<file path="config.mk">
export PLATFORM = sky130hd
export DESIGN_NAME = scancode_to_ascii_key_queue_core
export DESIGN_NICKNAME = d
export VERILOG_FILES = /design/src/hw/rtl/skq_pkg.sv /design/src/hw/rtl/skq_decode.sv /design/src/hw/rtl/skq_ring.sv /design/src/hw/rtl/skq_outq.sv /design/src/hw/rtl/scancode_to_ascii_key_queue_core.sv
export SDC_FILE = /design/constraint.sdc
export NUM_CORES = 2
export LEC_CHECK = 0
export BUFFER_PORTS_ARGS = -buffer_cell sky130_fd_sc_hd__buf_2
export CAP_MARGIN = 0
export CORE_MARGIN = 2
export CORE_UTILIZATION = 60
export CTS_CLUSTER_SIZE = 10
export DETAILED_ROUTE_END_ITERATION = 10
export GPL_TIMING_DRIVEN = 0
export PLACE_DENSITY_LB_ADDON = 0.25
export SYNTH_ARGS = -nofsm -noshare
export SYNTH_HDL_FRONTEND = slang
export SYNTH_SLANG_ARGS = --single-unit
</file>
<file path="constraint.sdc">
create_clock -name clk -period 48.4 [get_ports clk]
set_input_delay 4.84 -clock clk [delete_from_list [all_inputs] [get_ports clk]]
set_output_delay 4.84 -clock clk [all_outputs]
set_load 0.02 [all_outputs]
</file>
<file path="src/hw/rtl/skq_pkg.sv">
package skq_pkg;

  // Character width carried through the queue.
  localparam int unsigned CHAR_W = 8;

  // Stream kinds on the input tuser bit.
  localparam logic OP_SCAN = 1'b0;
  localparam logic OP_READ = 1'b1;

  // Character produced by the decoder for the ring.
  typedef struct packed {
    logic              valid;
    logic [CHAR_W-1:0] ch;
  } skq_enq_t;

  // Read response leaving the ring, registered in the cycle after the read was issued.
  typedef struct packed {
    logic              valid;
    logic              empty;
    logic [CHAR_W-1:0] data;
  } skq_rsp_t;

endpackage

</file>
<file path="src/hw/rtl/skq_decode.sv">
module skq_decode (
  input  logic                      clk,
  input  logic                      rst,
  input  logic                      scan_go,
  input  logic [7:0]                scan_code,
  output skq_pkg::skq_enq_t         enq
);
  import skq_pkg::*;

  localparam logic [7:0] PREFIX_BYTE = 8'hE0;
  localparam logic [6:0] SC_CTRL     = 7'h1D;
  localparam logic [6:0] SC_LSHIFT   = 7'h2A;
  localparam logic [6:0] SC_RSHIFT   = 7'h36;
  localparam logic [6:0] SC_CAPS     = 7'h3A;
  localparam logic [6:0] SC_UP       = 7'h48;
  localparam logic [6:0] SC_DOWN     = 7'h50;
  localparam logic [6:0] SC_LEFT     = 7'h4B;
  localparam logic [6:0] SC_RIGHT    = 7'h4D;
  localparam logic [7:0] CODE_UP     = 8'h81;
  localparam logic [7:0] CODE_DOWN   = 8'h82;
  localparam logic [7:0] CODE_LEFT   = 8'h83;
  localparam logic [7:0] CODE_RIGHT  = 8'h84;

  // Unshifted key table.
  function automatic logic [7:0] rom_plain(input logic [6:0] code);
    logic [7:0] r;
    case (code)
      7'd1:  r = 8'h1B;  7'd2:  r = 8'h31;  7'd3:  r = 8'h32;  7'd4:  r = 8'h33;
      7'd5:  r = 8'h34;  7'd6:  r = 8'h35;  7'd7:  r = 8'h36;  7'd8:  r = 8'h37;
      7'd9:  r = 8'h38;  7'd10: r = 8'h39;  7'd11: r = 8'h30;  7'd12: r = 8'h2D;
      7'd13: r = 8'h3D;  7'd14: r = 8'h08;  7'd15: r = 8'h09;  7'd16: r = 8'h71;
      7'd17: r = 8'h77;  7'd18: r = 8'h65;  7'd19: r = 8'h72;  7'd20: r = 8'h74;
      7'd21: r = 8'h79;  7'd22: r = 8'h75;  7'd23: r = 8'h69;  7'd24: r = 8'h6F;
      7'd25: r = 8'h70;  7'd26: r = 8'h5B;  7'd27: r = 8'h5D;  7'd28: r = 8'h0A;
      7'd30: r = 8'h61;  7'd31: r = 8'h73;  7'd32: r = 8'h64;  7'd33: r = 8'h66;
      7'd34: r = 8'h67;  7'd35: r = 8'h68;  7'd36: r = 8'h6A;  7'd37: r = 8'h6B;
      7'd38: r = 8'h6C;  7'd39: r = 8'h3B;  7'd40: r = 8'h27;  7'd41: r = 8'h60;
      7'd43: r = 8'h5C;  7'd44: r = 8'h7A;  7'd45: r = 8'h78;  7'd46: r = 8'h63;
      7'd47: r = 8'h76;  7'd48: r = 8'h62;  7'd49: r = 8'h6E;  7'd50: r = 8'h6D;
      7'd51: r = 8'h2C;  7'd52: r = 8'h2E;  7'd53: r = 8'h2F;  7'd55: r = 8'h2A;
      7'd57: r = 8'h20;
      default: r = 8'h00;
    endcase
    return r;
  endfunction

  // Shifted key table.
  function automatic logic [7:0] rom_shifted(input logic [6:0] code);
    logic [7:0] r;
    case (code)
      7'd1:  r = 8'h1B;  7'd2:  r = 8'h21;  7'd3:  r = 8'h40;  7'd4:  r = 8'h23;
      7'd5:  r = 8'h24;  7'd6:  r = 8'h25;  7'd7:  r = 8'h5E;  7'd8:  r = 8'h26;
      7'd9:  r = 8'h2A;  7'd10: r = 8'h28;  7'd11: r = 8'h29;  7'd12: r = 8'h5F;
      7'd13: r = 8'h2B;  7'd14: r = 8'h08;  7'd15: r = 8'h09;  7'd16: r = 8'h51;
      7'd17: r = 8'h57;  7'd18: r = 8'h45;  7'd19: r = 8'h52;  7'd20: r = 8'h54;
      7'd21: r = 8'h59;  7'd22: r = 8'h55;  7'd23: r = 8'h49;  7'd24: r = 8'h4F;
      7'd25: r = 8'h50;  7'd26: r = 8'h7B;  7'd27: r = 8'h7D;  7'd28: r = 8'h0A;
      7'd30: r = 8'h41;  7'd31: r = 8'h53;  7'd32: r = 8'h44;  7'd33: r = 8'h46;
      7'd34: r = 8'h47;  7'd35: r = 8'h48;  7'd36: r = 8'h4A;  7'd37: r = 8'h4B;
      7'd38: r = 8'h4C;  7'd39: r = 8'h3A;  7'd40: r = 8'h22;  7'd41: r = 8'h7E;
      7'd43: r = 8'h7C;  7'd44: r = 8'h5A;  7'd45: r = 8'h58;  7'd46: r = 8'h43;
      7'd47: r = 8'h56;  7'd48: r = 8'h42;  7'd49: r = 8'h4E;  7'd50: r = 8'h4D;
      7'd51: r = 8'h3C;  7'd52: r = 8'h3E;  7'd53: r = 8'h3F;  7'd55: r = 8'h2A;
      7'd57: r = 8'h20;
      default: r = 8'h00;
    endcase
    return r;
  endfunction

  logic shift_held, shift_held_next;
  logic caps_on, caps_on_next;
  logic ctrl_held, ctrl_held_next;
  logic prefix_seen, prefix_seen_next;

  logic       rel;
  logic [6:0] code;
  logic [7:0] rom_ch;
  logic [7:0] lc;
  logic       hit;
  logic [7:0] ch;

  assign rel  = scan_code[7];
  assign code = scan_code[6:0];

  // Table lookup, folded to lower case for the letter rules.
  always_comb begin
    rom_ch = shift_held ? rom_shifted(code) : rom_plain(code);
    lc = (rom_ch >= 8'h41 && rom_ch <= 8'h5A) ? rom_ch + 8'h20 : rom_ch;
  end

  // Modifier update and character selection for one scancode.
  always_comb begin
    shift_held_next  = shift_held;
    caps_on_next     = caps_on;
    ctrl_held_next   = ctrl_held;
    prefix_seen_next = prefix_seen;
    hit = 1'b0;
    ch  = 8'h00;
    if (scan_code == PREFIX_BYTE) begin
      prefix_seen_next = 1'b1;
    end else if (code == SC_CTRL) begin
      ctrl_held_next   = !rel;
      prefix_seen_next = 1'b0;
    end else if (code == SC_LSHIFT || code == SC_RSHIFT) begin
      shift_held_next  = !rel;
      prefix_seen_next = 1'b0;
    end else if (code == SC_CAPS && !rel) begin
      caps_on_next     = !caps_on;
      prefix_seen_next = 1'b0;
    end else if (rel) begin
      prefix_seen_next = 1'b0;
    end else if (prefix_seen) begin
      // Extended press: only the arrow keys produce a code.
      prefix_seen_next = 1'b0;
      hit = 1'b1;
      case (code)
        SC_UP:    ch = CODE_UP;
        SC_DOWN:  ch = CODE_DOWN;
        SC_LEFT:  ch = CODE_LEFT;
        SC_RIGHT: ch = CODE_RIGHT;
        default:  hit = 1'b0;
      endcase
    end else if (rom_ch != 8'h00) begin
      hit = 1'b1;
      if (lc >= 8'h61 && lc <= 8'h7A) begin
        if (ctrl_held) begin
          ch = lc - 8'h60;
        end else if (shift_held != caps_on) begin
          ch = lc - 8'h20;
        end else begin
          ch = lc;
        end
      end else begin
        ch = lc;
      end
    end
  end

  assign enq.valid = scan_go && hit;
  assign enq.ch    = ch;

  // Modifier registers.
  always_ff @(posedge clk) begin
    if (rst) begin
      shift_held  <= 1'b0;
      caps_on     <= 1'b0;
      ctrl_held   <= 1'b0;
      prefix_seen <= 1'b0;
    end else if (scan_go) begin
      shift_held  <= shift_held_next;
      caps_on     <= caps_on_next;
      ctrl_held   <= ctrl_held_next;
      prefix_seen <= prefix_seen_next;
    end
  end

endmodule

</file>
<file path="src/hw/rtl/skq_ring.sv">
module skq_ring #(
  parameter int unsigned RING_DEPTH = 256
) (
  input  logic              clk,
  input  logic              rst,
  input  skq_pkg::skq_enq_t enq,
  input  logic              rd_go,
  output skq_pkg::skq_rsp_t rsp
);
  import skq_pkg::*;

  localparam int unsigned PTR_W = (RING_DEPTH > 1) ? $clog2(RING_DEPTH) : 1;
  localparam logic [PTR_W-1:0] PTR_LAST = PTR_W'(RING_DEPTH - 1);

  logic [CHAR_W-1:0] mem [RING_DEPTH];
  logic [PTR_W-1:0]  write_ptr;
  logic [PTR_W-1:0]  read_ptr;
  logic [PTR_W-1:0]  write_ptr_next;
  logic [PTR_W-1:0]  read_ptr_next;
  logic              empty;
  logic              full;
  logic              rsp_valid;
  logic              rsp_empty;
  logic [CHAR_W-1:0] mem_q;

  // Pointer arithmetic modulo the ring depth.
  assign write_ptr_next = (write_ptr == PTR_LAST) ? '0 : write_ptr + 1'b1;
  assign read_ptr_next  = (read_ptr == PTR_LAST) ? '0 : read_ptr + 1'b1;
  assign empty = (write_ptr == read_ptr);
  assign full  = (write_ptr_next == read_ptr);

  // Character store: one write port, one registered read port.
  always_ff @(posedge clk) begin
    if (enq.valid && !full) begin
      mem[write_ptr] <= enq.ch;
    end
    if (rd_go) begin
      mem_q <= mem[read_ptr];
    end
  end

  // Pointers and the response stage.
  always_ff @(posedge clk) begin
    if (rst) begin
      write_ptr <= '0;
      read_ptr  <= '0;
      rsp_valid <= 1'b0;
      rsp_empty <= 1'b0;
    end else begin
      if (enq.valid && !full) begin
        write_ptr <= write_ptr_next;
      end
      if (rd_go && !empty) begin
        read_ptr <= read_ptr_next;
      end
      rsp_valid <= rd_go;
      rsp_empty <= empty;
    end
  end

  assign rsp.valid = rsp_valid;
  assign rsp.empty = rsp_empty;
  assign rsp.data  = rsp_empty ? '0 : mem_q;

  // A scancode and a read never share a cycle.
  a_no_overlap: assert property (@(posedge clk) disable iff (rst)
    !(enq.valid && rd_go))
    else $error("ring write and read issued together");

  // Every read produces a response in the next cycle.
  a_rsp_follows: assert property (@(posedge clk) disable iff (rst)
    rd_go |=> rsp_valid)
    else $error("read response missing");

  // A non-empty response moved the read pointer by one.
  a_ptr_step: assert property (@(posedge clk) disable iff (rst)
    (rd_go && !empty) |=> (read_ptr == $past(read_ptr_next)) && !rsp_empty)
    else $error("read pointer did not advance");

endmodule

</file>
<file path="src/hw/rtl/skq_outq.sv">
module skq_outq (
  input  logic              clk,
  input  logic              rst,
  input  skq_pkg::skq_rsp_t rsp,
  output logic              room,
  output logic              out_valid,
  input  logic              out_ready,
  output logic [7:0]        out_char,
  output logic              out_empty
);
  import skq_pkg::*;

  localparam int unsigned DEPTH = 3;
  localparam logic [1:0]  IDX_LAST = 2'(DEPTH - 1);

  logic [CHAR_W:0] slot [DEPTH];
  logic [1:0]      wr_idx;
  logic [1:0]      rd_idx;
  logic [1:0]      count;
  logic            push;
  logic            pop;

  assign push = rsp.valid;
  assign pop  = out_valid && out_ready;

  // Room for one more read counts the response already in flight.
  assign room = ({1'b0, count} + {2'b00, rsp.valid}) < 3'(DEPTH);

  // Result slots.
  always_ff @(posedge clk) begin
    if (push) begin
      slot[wr_idx] <= {rsp.empty, rsp.data};
    end
  end

  // Slot indexes and fill count.
  always_ff @(posedge clk) begin
    if (rst) begin
      wr_idx <= '0;
      rd_idx <= '0;
      count  <= '0;
    end else begin
      if (push) begin
        wr_idx <= (wr_idx == IDX_LAST) ? '0 : wr_idx + 1'b1;
      end
      if (pop) begin
        rd_idx <= (rd_idx == IDX_LAST) ? '0 : rd_idx + 1'b1;
      end
      count <= count + {1'b0, push} - {1'b0, pop};
    end
  end

  assign out_valid = (count != '0);
  assign out_char  = slot[rd_idx][CHAR_W-1:0];
  assign out_empty = slot[rd_idx][CHAR_W];

  // A response never arrives when every slot is taken.
  a_no_overflow: assert property (@(posedge clk) disable iff (rst)
    rsp.valid |-> (count < 2'(DEPTH)))
    else $error("result queue overflow");

  // The fill count never exceeds the slot count.
  a_count_range: assert property (@(posedge clk) disable iff (rst)
    count <= 2'(DEPTH))
    else $error("result queue count out of range");

  // An idle cycle on both sides leaves the count alone.
  a_count_hold: assert property (@(posedge clk) disable iff (rst)
    (!push && !pop) |=> $stable(count))
    else $error("result queue count moved without a transaction");

endmodule

</file>
<file path="src/hw/rtl/scancode_to_ascii_key_queue_core.sv">
// Keyboard scancode decoder with a character queue.
// The slave stream carries one item per transaction: tuser selects the kind
// (0 = scancode byte in tdata, 1 = read the oldest queued character).
// Scancodes update the Shift, Ctrl, Caps Lock and extended-prefix state and
// may append one character to a ring of RING_DEPTH entries (at most
// RING_DEPTH - 1 held); a character is dropped when the ring is full.
// Each read yields exactly one master transaction: tdata holds the
// character, tuser is set when the ring was empty (tdata is then 0).
// Scancodes produce no master transaction.
// Throughput is one item per cycle while s_axis_tready is high; the ring
// memory takes one write or one read per cycle and each item uses at most
// one of them. A read result reaches the master side through the registered
// memory read and then a slot of the three-entry result queue.
// When the receiver stalls, results collect in that queue; s_axis_tready
// drops once the queue plus the response in flight fill it, and the
// queue drains in order as the receiver takes transactions.
// Reset clears the modifier state, both ring pointers and the result queue;
// the ring memory itself is not cleared.
module scancode_to_ascii_key_queue_core #(
  parameter int unsigned RING_DEPTH = 256
) (
  input  logic       clk,
  input  logic       rst,
  input  logic       s_axis_tvalid,
  output logic       s_axis_tready,
  input  logic [7:0] s_axis_tdata,   // [7:0] scan_code
  input  logic       s_axis_tuser,   // [0] op
  output logic       m_axis_tvalid,
  input  logic       m_axis_tready,
  output logic [7:0] m_axis_tdata,   // [7:0] char_out
  output logic       m_axis_tuser    // [0] queue_empty
);
  import skq_pkg::*;

  skq_enq_t enq;
  skq_rsp_t rsp;
  logic     room;
  logic     accept;
  logic     scan_go;
  logic     rd_go;

  assign s_axis_tready = room;
  assign accept  = s_axis_tvalid && s_axis_tready;
  assign scan_go = accept && (s_axis_tuser == OP_SCAN);
  assign rd_go   = accept && (s_axis_tuser == OP_READ);

  skq_decode u_decode (
    .clk       (clk),
    .rst       (rst),
    .scan_go   (scan_go),
    .scan_code (s_axis_tdata),
    .enq       (enq)
  );

  skq_ring #(
    .RING_DEPTH (RING_DEPTH)
  ) u_ring (
    .clk   (clk),
    .rst   (rst),
    .enq   (enq),
    .rd_go (rd_go),
    .rsp   (rsp)
  );

  skq_outq u_outq (
    .clk       (clk),
    .rst       (rst),
    .rsp       (rsp),
    .room      (room),
    .out_valid (m_axis_tvalid),
    .out_ready (m_axis_tready),
    .out_char  (m_axis_tdata),
    .out_empty (m_axis_tuser)
  );

endmodule
</file>
# Word level (Yosys, flattened, before mapping)
# Memory sizes are Yosys's and may differ from the RTL's. A register that Yosys moved wholly into a read port is not among the register bits.
# Cells that the tools add are included.
[op_classes]
multipliers = 0
n_reduce_logical = 21
add_sub_neg = 10
div = 0
shifts = 0
bitwise = 4
order_cmp = 5
muxes = 35
eq_ne = 16
[op_table]
columns = ["op", "n"]
rows = [
  ["8-bit two-way mux", 17],
  ["8-bit one-hot mux with 4 select lines", 1],
  ["7-bit equality test, second input constant", 4],
  ["8-bit equality test, second input constant", 3],
  ["7-bit by 6-bit equality test with 1-bit output, second input constant", 3],
  ["8-bit by 1-bit adder with 8-bit output, second input constant", 2],
  ["8-bit equality test", 2],
  ["8-bit by 7-bit greater-or-equal comparator with 1-bit output, second input constant", 2],
  ["8-bit by 7-bit less-or-equal comparator with 1-bit output, second input constant", 2],
  ["1-bit two-way mux", 13],
  ["1-bit logical AND", 10],
  ["8-bit by 6-bit adder with 8-bit output, second input constant", 1],
  ["2-bit two-way mux", 4],
  ["8-bit nonzero test", 1],
  ["8-bit by 6-bit subtractor with 8-bit output, second input constant", 1],
  ["8-bit by 7-bit subtractor with 8-bit output, second input constant", 1],
  ["7-bit by 5-bit equality test with 1-bit output, second input constant", 1],
  ["5-bit AND reduction", 1],
  ["2-bit by 1-bit adder with 2-bit output, second input constant", 2],
  ["2-bit equality test, second input constant", 2],
  ["1-bit zero test", 4],
  ["1-bit NOT", 4],
  ["4-bit AND reduction", 1],
  ["4-bit OR reduction", 1],
  ["8 further kinds", 8],
]
[word_totals]
ramBits = 2075
rom_bits = 896
register_bits = 28
input_bits = 13
mem_count = 4
latchBits = 0
[mem_list]
columns = ["name", "words", "word_bits", "read_ports", "rd_ports_with_merged_regs", "wr", "line_no", "source"]
rows = [
  ["u_ring.mem", 256, 8, 1, 1, 1, "skq_ring.sv:15", "logic [CHAR_W-1:0] mem [RING_DEPTH];"],
  ["(name not given)", 64, 7, 1, 0, 0, "skq_decode.sv:50", "case (code)"],
  ["(name not given)", 64, 7, 1, 0, 0, "skq_decode.sv:27", "case (code)"],
  ["u_outq.slot", 3, 9, 1, 1, 1, "skq_outq.sv:16", "logic [CHAR_W:0] slot [DEPTH];"],
]

# Logic depth before layout (Yosys ltp)
# An unclocked memory read counts as a cell.
[logic_depth]
ltp_word = 17
depth_mapped = 21
ltp_nobuf = 19

# Cells and area by module
# A second synthesis with hierarchy kept.
[unflattened]
cells_unflattened = 4300
area_unflattened_um2 = 84756.3
[modules_own_cells]
columns = ["mod", "cells_per_inst", "area_per_inst_um2", "seq_area_each_um2", "n_inst"]
rows = [
  ["skq_ring", 3921, 81374.3, 62099.6, 1],
  ["skq_decode", 279, 2008.2, 80.1, 1],
  ["skq_outq", 98, 1357.6, 970.9, 1],
  ["scancode_to_ascii_key_queue_core", 2, 16.3, 0.0, 1],
]

# Least setup slack after synthesis
# OpenSTA, ideal clock, no wires.
[synth_timing]
kind = "in2reg"
from = "input s_axis_tdata[1]"
to = "memory u_ring.mem[0][7] (data pin)"
arrival_ps = 17688
path_buffers = 1
cell_stages = 20
slack_ps = 28616
path_cell_list = "clkbuf_1 > inv_1 > ha_1 > mux2_2 > a211o_1 > a211oi_1 > a21o_1 > ha_1 > inv_1 > a22oi_1 > nor2_1 > a21oi_1 > ha_1 > inv_1 > nor4_1 > o21a_1 > o32ai_1 > nor2_1 > a31oi_1 > nor3_1"
[synth_lines]
columns = ["element", "line_no", "source"]
rows = [
  ["start: declaration", "scancode_to_ascii_key_queue_core.sv:26", "input logic [7:0] s_axis_tdata,"],
  ["end: declaration", "skq_ring.sv:15", ""],
]

==> impl_metrics.json <==
{
  "outcome": "completed",
  "clk_pin_slew_ps": 50,
  "cts_buffer_depth": 3,
  "crit_type": "input port to flip-flop",
  "endpoint_kind": "flip-flop",
  "met1_length_mm": 80.41,
  "synth_edf_count": 2083,
  "yosysTopAreaCellShare": 0.7482,
  "dr.first_iter.drc_count": 6755,
  "final_hold_viol_count": 0,
  "pin_count": 24,
  "cts_num_sinks": 2113,
  "finalSetupViolCount": 0,
  "ys_ff_latch": 2113,
  "drt-total-wl_mm": 221.8,
  "fp.dieH_um": 377.3,
  "die_w_um": 377.3,
  "syn_to_final_growth_pct": 11.66,
  "avgSynthCellArea_sq_um": 22.03,
  "fin_crit_ps": 11060,
  "crit_fanout": 18,
  "dr_wl_met2_mm": 102.6,
  "antenna_found_initial": 11,
  "leakagePower_uw": 0.02970,
  "grt_first_pass_wirelength_mm": 311.9,
  "yosysSeqAreaShare": 0.7554,
  "routedWlPerCell_um": 37.21,
  "synth_nets": 3832,
  "slew_headroom": 0.06630,
  "final_area_sq_um": 93350,
  "drcViolationCount": 0,
  "wl_met3_mm": 28.97,
  "portBuffers": 21,
  "ctsResizeCount": 0,
  "grt_use_total": 0.3184,
  "cts_hold_buf": 0,
  "place_area_sq_um": 87020,
  "clk_latency_ps": 900,
  "h-tree-depth": 4,
  "layout-drive-gt1-share": 0.2735,
  "dp_hpwl_mm": 147.4,
  "hold_path_class": "flip-flop to flip-flop",
  "initial_core_util": 0.6065,
  "synth_flop_cell": "edfxtp_1",
  "vias": 42238,
  "fin_crit_sh": 0.2285,
  "fin_skew_ps": 82.83,
  "ant_nets": 0,
  "place.gp.congestion": 0.9639,
  "async_reset_ff_frac": 0,
  "crit_required_ps": 49080,
  "synth_most_common_cell": "edfxtp_1",
  "worstMarginPinSlew_ps": 1401,
  "worst_ir_drop_vdd_mv": 0.03805,
  "reg2reg_depth": 24,
  "grt_setup_unrepaired": "no",
  "slew_viol_final": 0,
  "cts_tree": "done",
  "arrival_ps": 11740,
  "clock-root-buffer": "clkbuf_16",
  "hold_slack_ps": 548.2,
  "synth_warnings": 0,
  "via_per_inst": 7.087,
  "power_density_nw_per_um2": 39.64,
  "yosysTopAreaCell": "edfxtp_1",
  "syn-instance-count": 3795,
  "drv_cap": 0,
  "numCtsBuffers": 231,
  "fp.dieArea_sq_um": 142300,
  "grt_max_degree": 96,
  "cts_setup_buffers": 0,
  "whs_path_depth": 2,
  "overflow": 0,
  "synth_area_leaders": "edfxtp_1 (75%), mux4_2 (18%), nor2_1 (1.4%), dfxtp_1 (0.72%), buf_2 (0.54%)",
  "first_global_vias": 42021,
  "core_sq_um": 137800,
  "fmax_mhz": 90.42,
  "firstDrtPassIters": 8,
  "finalNetCount": 4150,
  "yosys-top-cells-count": "edfxtp_1 (2,083), mux4_2 (679), nor2_1 (313), nand2_1 (106), clkbuf_1 (103)",
  "routed.top_layer": "met5",
  "startpoint_type": "input port",
  "rows": 136,
  "yosys.cell_types.count": 70,
  "setup_tns_ps": 0,
  "synth_area_sq_um": 83600
}
-- power breakdown --
part           switching (uW)  internal (uW)  total (uW)
clock                     680            853        1530
sequential               1.72           2020        2020
combinational            95.0           49.6         145
-- cell type report --
cell class	count	area, sq um
antenna	2	5.005
inverter	21	78.83
timing repair buffer	85	1130
sequential	2113	63150
multi-input combinational	1436	19450
clock inverter	21	391.6
tap	1794	2245
fill	8304	44490
buffer	225	984.7
clock buffer	263	5911
-- through the flow --
stage,util,worst slack (ps),std cells,power (uW)
2_1_floorplan,-,28620,3795,2152
4_1_cts,0.6771,37480,5957,3706
6_report,0.6772,37340,5960,3700
3_3_place_gp,0.6235,16570,5610,2210
3_5_place_dp,0.6313,36620,5673,2202
5_1_grt,0.6772,36760,5958,3781
-- metal layers --
metal  up-vias  track usage
met2      3105       0.4769
li1      16413            -
met5         -     0.005832
met4        18       0.1295
met1     22223       0.4394
met3       479       0.1039
-- cell families after synthesis --
family | synth area share
DFF | 0.7554
muxes | 0.1860
and+or+nand+nor | 0.03000
buffers and inverters | 0.01266
AOI/OAI and AO/OA | 0.009415
xor gates and xnor gates | 0.002934
adders and majority gates | 0.003592
-- placed cells by master, fill, tap and decap left out, types with 5 or more instances in the layout --
cell	netlist	layout
edfxtp_1	2083	2083
mux4_2	679	679
nor2_1	313	310
clkbuf_16	0	231
clkbuf_1	103	131
buf_2	90	112
nand2_1	106	106
a21oi_1	30	30
dfxtp_1	30	30
buf_6	2	29
buf_1	28	27
nor2b_1	26	26
ha_1	24	24
mux2i_1	22	22
o21ai_0	22	22
inv_1	20	20
nor3_1	20	18
buf_12	0	18
xor2_1	16	16
and2_1	15	15
nand3_1	14	14
and3_1	13	12
xnor2_1	12	12
nand2b_1	11	11
clkinv_16	0	9
buf_16	0	9
nand4_1	8	8
buf_4	2	7
or3_1	5	5
a221oi_1	5	5
nand3b_1	5	5
o211ai_1	5	5
buf_8	0	5
-- state kept, by name, summed over array words and instances (netlist names), named ones only --
name / flops
u_outq.count: 2
u_decode.ctrl_held: 1
u_ring.mem_q: 8
u_ring.read_ptr: 8
u_ring.rsp_valid: 1
u_outq.wr_idx: 2
u_ring.rsp_empty: 1
u_outq.rd_idx: 2
u_decode.caps_on: 1
u_decode.shift_held: 1
u_ring.write_ptr: 8
u_decode.prefix_seen: 1
u_outq.slot: 27
u_ring.mem: 2048
-- final timing paths --
check	from	to	slack (ps)
max reg2reg	u_decode.shift_held$_SDFFE_PP0P_	u_ring.mem[60][7]$_DFFE_PP_	42070
min	u_outq.rd_idx[0]$_SDFFE_PP0P_	u_outq.rd_idx[0]$_SDFFE_PP0P_	550
max	s_axis_tdata[1]	u_ring.mem[60][7]$_DFFE_PP_	37340
min reg2reg	u_outq.rd_idx[0]$_SDFFE_PP0P_	u_outq.rd_idx[0]$_SDFFE_PP0P_	550
-- worst max-delay path, stage by stage --
cell and delay (ps):
buf_2 160, clkbuf_1 230, inv_1 250, ha_1 190, clkbuf_1 360, nand3_1 170
a2111oi_0 430, nor3_1 200, a211oi_1 500, o2111ai_1 260, a22oi_1 270, nor2_1 110
a21oi_1 270, ha_1 240, inv_1 60, nor4_1 310, o21a_1 160, o32ai_1 100
nor2_1 160, a31oi_1 110, nor3_2 820, buf_8 250, buf_6 190, buf_4 250
buf_6 210, buf_8 180, buf_6 200, buf_6 200
No activity file was read; power rests on OpenSTA's default activity.
